## config.mk

```make
export PLATFORM = sky130hd
export DESIGN_NAME = pprc_out_skid
export DESIGN_NICKNAME = d
export VERILOG_FILES = /design/src/hdl/pprc_pkg.sv /design/src/hdl/pprc_out_skid.sv
export SDC_FILE = /design/constraint.sdc
export NUM_CORES = 1
export LEC_CHECK = 0
export ABC_CLOCK_PERIOD_IN_PS = 43100
export BUFFER_PORTS_ARGS = -buffer_cell sky130_fd_sc_hd__buf_2
export CAP_MARGIN = 20
export CORE_AREA = 2 2 230 232
export CTS_BUF_LIST = sky130_fd_sc_hd__clkbuf_16
export CTS_CLUSTER_DIAMETER = 120
export CTS_CLUSTER_SIZE = 28
export DETAILED_ROUTE_END_ITERATION = 7
export DIE_AREA = 0 0 232 234
export PLACE_DENSITY_LB_ADDON = 0.25
export SKIP_LAST_GASP = 1
export SYNTH_ARGS = -nofsm -noshare
export SYNTH_HDL_FRONTEND = slang
export SYNTH_SLANG_ARGS = --single-unit
export TNS_END_PERCENT = 30
```

## constraint.sdc

```tcl
create_clock -name clk_i -period 43.1 [get_ports clk_i]
set_input_delay 2.155 -clock clk_i [delete_from_list [all_inputs] [get_ports clk_i]]
set_output_delay 2.155 -clock clk_i [all_outputs]
set_load 0.1 [all_outputs]
```

## src/hdl/pprc_pkg.sv

```systemverilog
package pprc_pkg;

  localparam int unsigned MAX_FRAME = 4096;
  localparam int unsigned CNT_W = $clog2(MAX_FRAME + 2);
  localparam logic [CNT_W-1:0] MAX_FRAME_C = CNT_W'(MAX_FRAME);

  localparam int unsigned CFG_IDX_W = 1;
  localparam int unsigned CFG_DATA_W = 1;
  localparam logic [CFG_IDX_W-1:0] CFG_SYNC_MODE = 1'd0;
  localparam logic [CFG_IDX_W-1:0] CFG_ACCEPT_ACFC = 1'd1;

  localparam logic [15:0] FCS_POLY = 16'h8408;
  localparam logic [15:0] FCS_INIT = 16'hffff;
  localparam logic [15:0] FCS_GOOD = 16'hf0b8;
  localparam logic [7:0] ADDR_BYTE = 8'hff;
  localparam logic [7:0] CTRL_BYTE = 8'h03;

  typedef enum logic [2:0] {
    STATUS_OK        = 3'd0,
    STATUS_BAD_FCS   = 3'd1,
    STATUS_TOO_SHORT = 3'd2,
    STATUS_BAD_ADDR  = 3'd3,
    STATUS_BAD_CTRL  = 3'd4,
    STATUS_OVERSIZE  = 3'd5
  } status_e;

  // First member sits in the highest bits, so the fields are listed from the top down.
  typedef struct packed {
    logic [2:0]  pad;
    logic [31:0] bad_ctrl_count;
    logic [31:0] bad_addr_count;
    logic [31:0] bad_fcs_count;
    logic [31:0] error_count;
    logic [31:0] packet_count;
    logic [31:0] octet_count;
    logic        addr_ctrl_present;
    logic        proto_compressed;
    logic [12:0] payload_length;
    logic [2:0]  payload_start;
    logic [15:0] protocol;
    status_e     status;
  } result_t;

  localparam int unsigned RES_W = $bits(result_t);

  function automatic logic [15:0] crc_byte(logic [15:0] crc, logic [7:0] b);
    logic [15:0] c;
    c = crc ^ {8'h00, b};
    for (int i = 0; i < 8; i++) begin
      if (c[0]) begin
        c = (c >> 1) ^ FCS_POLY;
      end else begin
        c = c >> 1;
      end
    end
    return c;
  endfunction

endpackage

```

## src/hdl/pprc_out_skid.sv

```systemverilog
module pprc_out_skid (
  input  logic                          clk_i,
  input  logic                          rst_ni,
  input  logic                          push_i,
  input  pprc_pkg::result_t             push_data_i,
  output logic                          ready_o,
  output logic                          m_axis_tvalid,
  input  logic                          m_axis_tready,
  output logic [pprc_pkg::RES_W-1:0]    m_axis_tdata
);
  import pprc_pkg::*;

  result_t out_q;
  result_t skid_q;
  logic    out_valid_q;
  logic    skid_valid_q;
  logic    pop;

  assign pop           = out_valid_q && m_axis_tready;
  assign ready_o       = !skid_valid_q;
  assign m_axis_tvalid = out_valid_q;
  assign m_axis_tdata  = out_q;

  always_ff @(posedge clk_i or negedge rst_ni) begin
    if (!rst_ni) begin
      out_valid_q  <= 1'b0;
      skid_valid_q <= 1'b0;
    end else if (skid_valid_q) begin
      if (pop) begin
        out_valid_q  <= 1'b1;
        skid_valid_q <= 1'b0;
      end
    end else if (out_valid_q && !pop) begin
      if (push_i) begin
        skid_valid_q <= 1'b1;
      end
    end else begin
      out_valid_q <= push_i;
    end
  end

  always_ff @(posedge clk_i) begin
    if (skid_valid_q) begin
      if (pop) begin
        out_q <= skid_q;
      end
    end else if (out_valid_q && !pop) begin
      if (push_i) begin
        skid_q <= push_data_i;
      end
    end else if (push_i) begin
      out_q <= push_data_i;
    end
  end

endmodule

```

==> flow_metrics.tcl, run 1 <==
set metrics [dict create \
    synth.distinct_cells 14 \
    final_layout_size_suffix_gt1_share_pct 60.5 \
    slew_headroom_pct 31.8 \
    avgSynthCellArea_um2 23.1 \
    worstPathRequired_ns 40.94 \
    whs_path_depth 1 \
    fill_cells 4832 \
    clock_latency_ns 0.55 \
    grt_max_degree 72 \
    cp_cell_sequence "inv_1 > buf_2" \
    period_needed_ns 4.08 \
    drt_iter0_drc 411 \
    holdPathEnd "skid_valid_q" \
    synthArstFlopShare_pct 0.429 \
    crit_slowest_cell "dfrtp_4" \
    dr.pass1.iters 4 \
    grt.total_usage_pct 12.8 \
    syn_inst 734 \
    synthTopCellsByArea "edfxtp_1 (82%), mux2_2 (15%), clkbuf_8 (1.6%)" \
    synth_warnings 0 \
    hold_path_class "register to register" \
    drcViolationCount 0 \
    crit_path_start_kind "register" \
    tritoncts "yes" \
    die_w_um 232 \
    antenna_found_initial 5 \
    hp-start "m_axis_tvalid" \
    cts_max_level 1 \
    wl_per_cell_um 19.3 \
    layout_common_cells "buf_2 (469), edfxtp_1 (464), mux2_2 (230), clkbuf_16 (21), buf_4 (11)" \
    synth_area_leader_cell "edfxtp_1" \
    port_buffers 469 \
    ys_seq_area_share_pct 82.3 \
    ctsRootBufferMaster "clkbuf_16" \
    fp-row-count 84 \
    status "completed" \
    rsz0062_at_grt "no" \
    crit_path_end_kind "output port" \
    post-cts-setup-buffers 0 \
    period_share_pct 9.47 \
    tightest_slew_ns 1.02 \
    dr_total_vias 8474 \
    crit_fanout 60 \
    arrival_ns 1.93 \
    synth_top_area_share_pct 82.0 \
    die_h_um 234 \
    die_area_mm2 0.0543 \
    final_common_cell "buf_2" \
    nets 1446 \
    cts_resized 0 \
    worst-setup-path-type "register to output port" \
    fmax_mhz 245 \
    grt_pass1_vias 8646 \
    yosys_register_bits 466 \
    clk_pin_slew_ns 0.10 \
    cts.path.max_buffers 3 \
    initial_core_util_pct 32.7 \
    cts_sinks 466 \
    drtAntennaViolNets 0 \
    dpl.hpwl_mm 25.3 \
    drv_slew 0 \
    r2r_slack_ns 39.73 \
    setup_viol 0 \
    synth_area_mm2 0.0170 \
    setup-tns-final_ns 0 \
    cpLargestDelayFamily "flip-flops" \
    cts_buffers 20 \
    grt_remaining_overflow 0 \
    hold_buffers 0 \
    finalHoldViolCount 0 \
    syn2layout_area_growth_pct 20.8 \
    synth_edf_count 464 \
    worstRegToRegCells 4 \
    synthesis.nets 970 \
    finClkSkew_ns 0.0145 \
    core_area_mm2 0.0520 \
    ios 470 \
    wl_mm 36.7 \
    timing.rr.end "m_axis_tdata[35]" \
    rr_startpoint "skid_valid_q" \
    routed_via_density 4.45 \
    grt_pass1_wl_mm 53.7 \
    ys.flop_type "edfxtp_1" \
    maxCapViolCount 0 \
    gp_congestion 0.766 \
    max_stage_delay_ns 0.98 \
    critPathBufInv 2 \
]
through the flow:
step | setup slack (ns) | cell area, um^2 | instances | utilization [%] | hold WS (ns)
finish | 39.02 | 20500 | 1906 | 39.5 | 0.533
global route | 38.84 | 20500 | 1906 | 39.5 | 0.568
CTS | 38.94 | 20500 | 1905 | 39.5 | 0.533
detailed placement | 38.49 | 20000 | 1876 | 38.4 | 0.505
global placement | 38.53 | 20000 | 1876 | 38.4 | 0.495
floorplan | 23.90 | 17000 | 734 | - | 0.508
Yosys cell counts, types with 2 or more instances:
master / count
dfrtp_1: 2
buf_6: 6
inv_1: 2
mux2_2: 230
clkbuf_8: 20
mux2_1: 2
edfxtp_1: 464
a21oi_1: 2
registers in the layout, summed over array words and instances (netlist names):
name           flops
m_axis_tdata     232
skid_q           232
m_axis_tvalid      1
skid_valid_q       1
how the worst max path moves through the flow:
stage / from / endpoint / slack [ns] / cells past startpoint
after floorplan: m_axis_tready / skid_q[0] / 23.90 / 1
after global placement: push_i / skid_q[147] / 38.53 / 5
after detailed placement: push_i / skid_q[147] / 38.49 / 5
after CTS: skid_valid_q / ready_o / 38.94 / 2
after global routing: skid_valid_q / ready_o / 38.84 / 2
final: skid_valid_q / ready_o / 39.02 / 2
cell type report:
type / count / area (um^2) / share of cell area [%]
Timing Repair Buffer: 480 / 2430 / 11.8
Inverter: 2 / 7.51 / 0.0366
Sequential cell: 466 / 14000 / 68.1
Clock buffer: 21 / 526 / 2.56
Antenna cell: 1 / 2.50 / 0.0122
Tap cell: 688 / 861 / 4.19
Multi-Input combinational cell: 240 / 2680 / 13.1
Clock inverter: 8 / 36.3 / 0.177
worst reg2reg max path: stages, from the launching register on:
cell and delay (ns):
dfrtp_4 0.98, nand2_1 0.21, a2bb2oi_4 0.20, buf_4 0.70, buf_4 0.87
per-layer routing:
| metal | vias up | wire, um | global-route usage, % |
|---|---|---|---|
| met1 | 4265 | 15600 | 16.9 |
| met5 | - | 34 | 0 |
| li1 | 3887 | - | - |
| met4 | 8 | 555 | 2.10 |
| met2 | 279 | 17400 | 20.7 |
| met3 | 35 | 3130 | 4.57 |
cell families after synthesis:
kind of cell	share of synthesized area, %
muxes	15.4
buffers and inverters	2.06
and+or+nand+nor	0.125
DFF	82.3
AOI/OAI and AO/OA	0.140
Power of run 1 is left out: the tool's default activity adds up to more than one toggle a clock period on the data nets, which glitch-free logic cannot reach.
==> run 2, diff against run 1 <==
- ABC_CLOCK_PERIOD_IN_PS: 43100 -> 3850
- clock period: 43.1 -> 3.85 ns (I/O delays scaled with it)
==> run 2 against run 1 <==
Setup slack got worse by 37 ns. Clock skew rose by 0.010 ns. Worst hold slack got worse by 0.18 ns. Global-route usage rose by 0.34 points. Critical endpoint is now skid_q[64]. Highest routed layer unchanged.
==> flow_metrics.tcl, run 2 (synthesis gave the netlist of run 1 again) <==
set metrics [dict create \
    grt_max_degree 120 \
    final_common_cell "buf_2" \
    post-route-util_pct 44.4 \
    port_buffers 469 \
    ctsRootBufferMaster "clkbuf_16" \
    critPathBufInv 1 \
    cts_max_level 1 \
    crit_path_end_kind "register" \
    tritoncts "yes" \
    whs_path_depth 2 \
    arrival_ns 2.42 \
    die_area_mm2 0.0543 \
    fin_cells 2148 \
    fp-row-count 84 \
    gp_congestion 0.754 \
    syn2layout_area_growth_pct 35.9 \
    initial_core_util_pct 32.7 \
    core_area_mm2 0.0520 \
    wl_per_cell_um 17.5 \
    fmax_mhz 448 \
    cp_cell_sequence "nand2b_4 > nor3_4 > buf_12" \
    finClkSkew_ns 0.0246 \
    die_w_um 232 \
    antenna_found_initial 3 \
    worstPathRequired_ns 4.04 \
    layout_common_cells "buf_2 (469), edfxtp_1 (464), dlygate4sd3_1 (237), mux2_2 (230), clkbuf_16 (21)" \
    cts_sinks 466 \
    drv_slew 0 \
    max_stage_delay_ns 0.53 \
    setup_viol 0 \
    period_needed_ns 2.23 \
    grt_pass1_vias 9748 \
    cts_buffers 20 \
    dp.cells 1882 \
    cts.path.max_buffers 3 \
    clk_pin_slew_ns 0.11 \
    dr.pass1.iters 4 \
    rsz0062_at_grt "no" \
    maxCapViolCount 0 \
    cpLargestDelayFamily "simple AND/OR/NAND/NOR gates" \
    period_share_pct 58.0 \
    grt_pass1_wl_mm 56.0 \
    crit_slowest_cell "dfrtp_4" \
    ios 470 \
    die_h_um 234 \
    setup-tns-final_ns 0 \
    drt_iter0_drc 365 \
    dpl.hpwl_mm 24.8 \
    drtAntennaViolNets 0 \
    crit_path_start_kind "register" \
    regArea_mm2 0.0140 \
    worstRegToRegCells 3 \
    final_layout_size_suffix_gt1_share_pct 51.0 \
    tightest_slew_ns 0.869 \
    status "completed" \
    finalHoldViolCount 0 \
    slew_headroom_pct 42.1 \
    path_depth 3 \
    fill_cells 4621 \
    nets 1689 \
    crit_fanout 101 \
    drcViolationCount 0 \
    grt.total_usage_pct 13.1 \
    worst-setup-path-type "register to register" \
    multi_input_area_mm2 0.00269 \
    hold_path_class "primary input to register" \
    clock_latency_ns 0.56 \
    dr_total_vias 9268 \
    wl_mm 37.5 \
    routed_via_density 4.31 \
    grt_remaining_overflow 0 \
]
==> run 2: changes by cell type in the layout (fill, tap and decap cells not counted), sizes merged <==
cell / before / now
dlygate4sd3: 0 / 237
clkinv: 1 / 0
buf: 480 / 486
==> run 2: final cells by class <==
cell class	instances	share of cell area [%]
diodes	1	0.0108
well taps	688	3.73
clock inverters	7	0.146
clock buffers	21	2.28
flip-flops and latches	466	60.6
inverters	2	0.0434
repair buffers	723	21.5
multi-input cells	240	11.7
==> run 2: stage by stage <==
step	instance area [um^2]	hold slack [ns]	setup WS, ns
5_1_grt	23100	0.321	1.52
4_1_cts	23100	0.299	1.58
3_5_place_dp	20200	-0.0105	1.60
6_report	23100	0.354	1.62
3_3_place_gp	20200	-0.0197	1.65
2_1_floorplan	17000	-0.103	-2.83
==> run 2: what timing repair did <==
action	in CTS	in global routing
setup buffers	0	0
endpoints found under the hold margin	468	0
hold buffers	237	0
gates resized for setup	0	0
==> run 2: path summary, 6_finish.rpt <==
| kind | startpoint | end | slack, ns |
|---|---|---|---|
| setup / recovery | skid_valid_q | skid_q[64] | 1.62 |
| hold / removal | push_data_i[166] | skid_q[166] | 0.35 |
| setup reg to reg | skid_valid_q | skid_q[64] | 1.62 |
| hold reg to reg | skid_q[212] | m_axis_tdata[212] | 0.54 |
| max in group asynchronous | rst_ni | skid_valid_q | 3.21 |
| min in group asynchronous | rst_ni | m_axis_tvalid | 0.48 |
==> run 2: worst reg2reg max path: cells and delay by family (launching register included) <==
| kind | cells | cell delay (ns) |
|---|---|---|
| flip-flops | 1 | 0.53 |
| buffers and inverters | 1 | 0.42 |
| AND/OR/NAND/NOR | 2 | 0.67 |
==> run 2: routing by layer <==
metal / part of all wire, % / track usage [%] / routed length, um
met2: 48 / 22.2 / 18200
met3: 7.2 / 3.62 / 2690
met5: 0.064 / 0 / 24
met1: 42 / 16.6 / 15800
met4: 2.2 / 3.63 / 835
Power of run 2 is left out for the same reason.
==> run 3, diff against run 2 <==
- ABC_CLOCK_PERIOD_IN_PS: 3850 -> 2000
- clock period: 3.85 -> 2 ns (I/O delays scaled with it)
==> run 3 against run 2 <==
Routed wire length rose by 3.1%. Die area did not move. Non-clock buffer count rose by 32.
==> flow_metrics.tcl, run 3 (synthesis gave the netlist of run 1 again) <==
set metrics [dict create \
    status "completed" \
    period_needed_ns 1.92 \
    arrival_ns 1.82 \
    cts_max_level 1 \
    drtAntennaViolNets 0 \
    crit_path_start_kind "register" \
    worst-setup-path-type "register to output port" \
    drv_slew 0 \
    crit_fanout 27 \
    fmax_mhz 521 \
    port_buffers 469 \
    grt_pass1_vias 10020 \
    rsz0062_at_grt "no" \
    finClkSkew_ns 0.0149 \
    dr.pass1.iters 4 \
    nets 1721 \
    wl_per_cell_um 17.7 \
    crit_slowest_cell "dfrtp_4" \
    dr_total_vias 9454 \
    cts.path.max_buffers 3 \
    antenna_found_initial 1 \
    drcViolationCount 0 \
    fp-row-count 84 \
    drt_iter0_drc 405 \
    clk_pin_slew_ns 0.11 \
    max_stage_delay_ns 0.53 \
    fill_cells 4564 \
    gp_congestion 0.737 \
    tightest_slew_ns 0.554 \
    cp_cell_sequence "buf_16 > buf_12 > inv_1 > buf_6" \
    crit_path_end_kind "output port" \
    setup_viol 0 \
    grt_pass1_wl_mm 57.1 \
    die_w_um 232 \
    final_common_cell "buf_2" \
    initial_core_util_pct 32.7 \
    finalHoldViolCount 0 \
    slew_headroom_pct 63.3 \
    layout_common_cells "buf_2 (468), edfxtp_1 (464), dlygate4sd3_1 (237), mux2_2 (230), buf_4 (28)" \
    cts_buffers 20 \
    worstPathRequired_ns 1.90 \
    period_share_pct 96.1 \
    post-route-util_pct 45.2 \
    wl_mm 38.7 \
    routed_via_density 4.33 \
    final_layout_size_suffix_gt1_share_pct 52.1 \
    core_area_mm2 0.0520 \
    hold_path_class "primary input to register" \
    tritoncts "yes" \
    cts_sinks 466 \
    maxCapViolCount 0 \
    grt_max_degree 41 \
    syn2layout_area_growth_pct 38.3 \
    clock_latency_ns 0.54 \
    grt_remaining_overflow 0 \
    die_area_mm2 0.0543 \
    grt.total_usage_pct 13.5 \
    dpl.hpwl_mm 26.3 \
    ios 470 \
    ctsRootBufferMaster "clkbuf_16" \
    die_h_um 234 \
]
[run 3: worst max-delay path: cells and delay by family (launching register included)]
kind     cells  cell delay, ns
flops        1            0.53
buf+inv      4            0.71
[run 3: metrics by stage]
step | std cells | hold slack [ns] | instance area, um^2 | setup WS [ns] | setup TNS (ns)
2_1_floorplan | 734 | -0.196 | 17000 | -4.68 | -1793.49
4_1_cts | 2180 | 0.227 | 23500 | 0.0288 | 0
6_report | 2181 | 0.258 | 23500 | 0.0788 | 0
5_1_grt | 2181 | 0.231 | 23500 | 0.00397 | 0
3_3_place_gp | 1913 | -0.113 | 20500 | 0.276 | 0
3_5_place_dp | 1913 | -0.108 | 20500 | 0.258 | 0
[run 3: worst paths after layout]
kind                       slack (ns)  cells after the start             start           endpoint
setup / recovery                 0.08                      4      skid_valid_q            ready_o
hold / removal                   0.26                      2  push_data_i[204]        skid_q[204]
setup reg to reg                 0.27                      4      skid_valid_q  m_axis_tdata[158]
hold reg to reg                  0.55                      1        skid_q[21]   m_axis_tdata[21]
max in group asynchronous        1.43                      3            rst_ni       skid_valid_q
min in group asynchronous        0.42                      3            rst_ni      m_axis_tvalid
[run 3: layer usage]
metal / track usage [%] / part of all wire [%] / vias up
met1: 17.0 / 41 / 4703
li1: - / - / 4433
met5: 0 / 0 / -
met2: 23.5 / 50 / 283
met4: 2.92 / 1.5 / 0
met3: 3.40 / 7.0 / 35
[run 3: repair_timing]
item	4_1_cts	5_1_grt
setup buffers	0	0
endpoints found under the hold margin	468	0
setup endpoints to repair	1	0
hold buffers	237	0
resized for setup	3	0
[run 3: cell type report]
cell class,count,area (um^2),share of cell area [%]
clock buffers,21,526,2.24
clock inverters,8,36.3,0.154
repair buffers,755,5380,22.9
well taps,688,861,3.66
diodes,1,2.50,0.0107
multi-input cells,240,2690,11.5
inverters,2,10.0,0.0426
flip-flops and latches,466,14000,59.5
Power of run 3 is left out for the same reason.
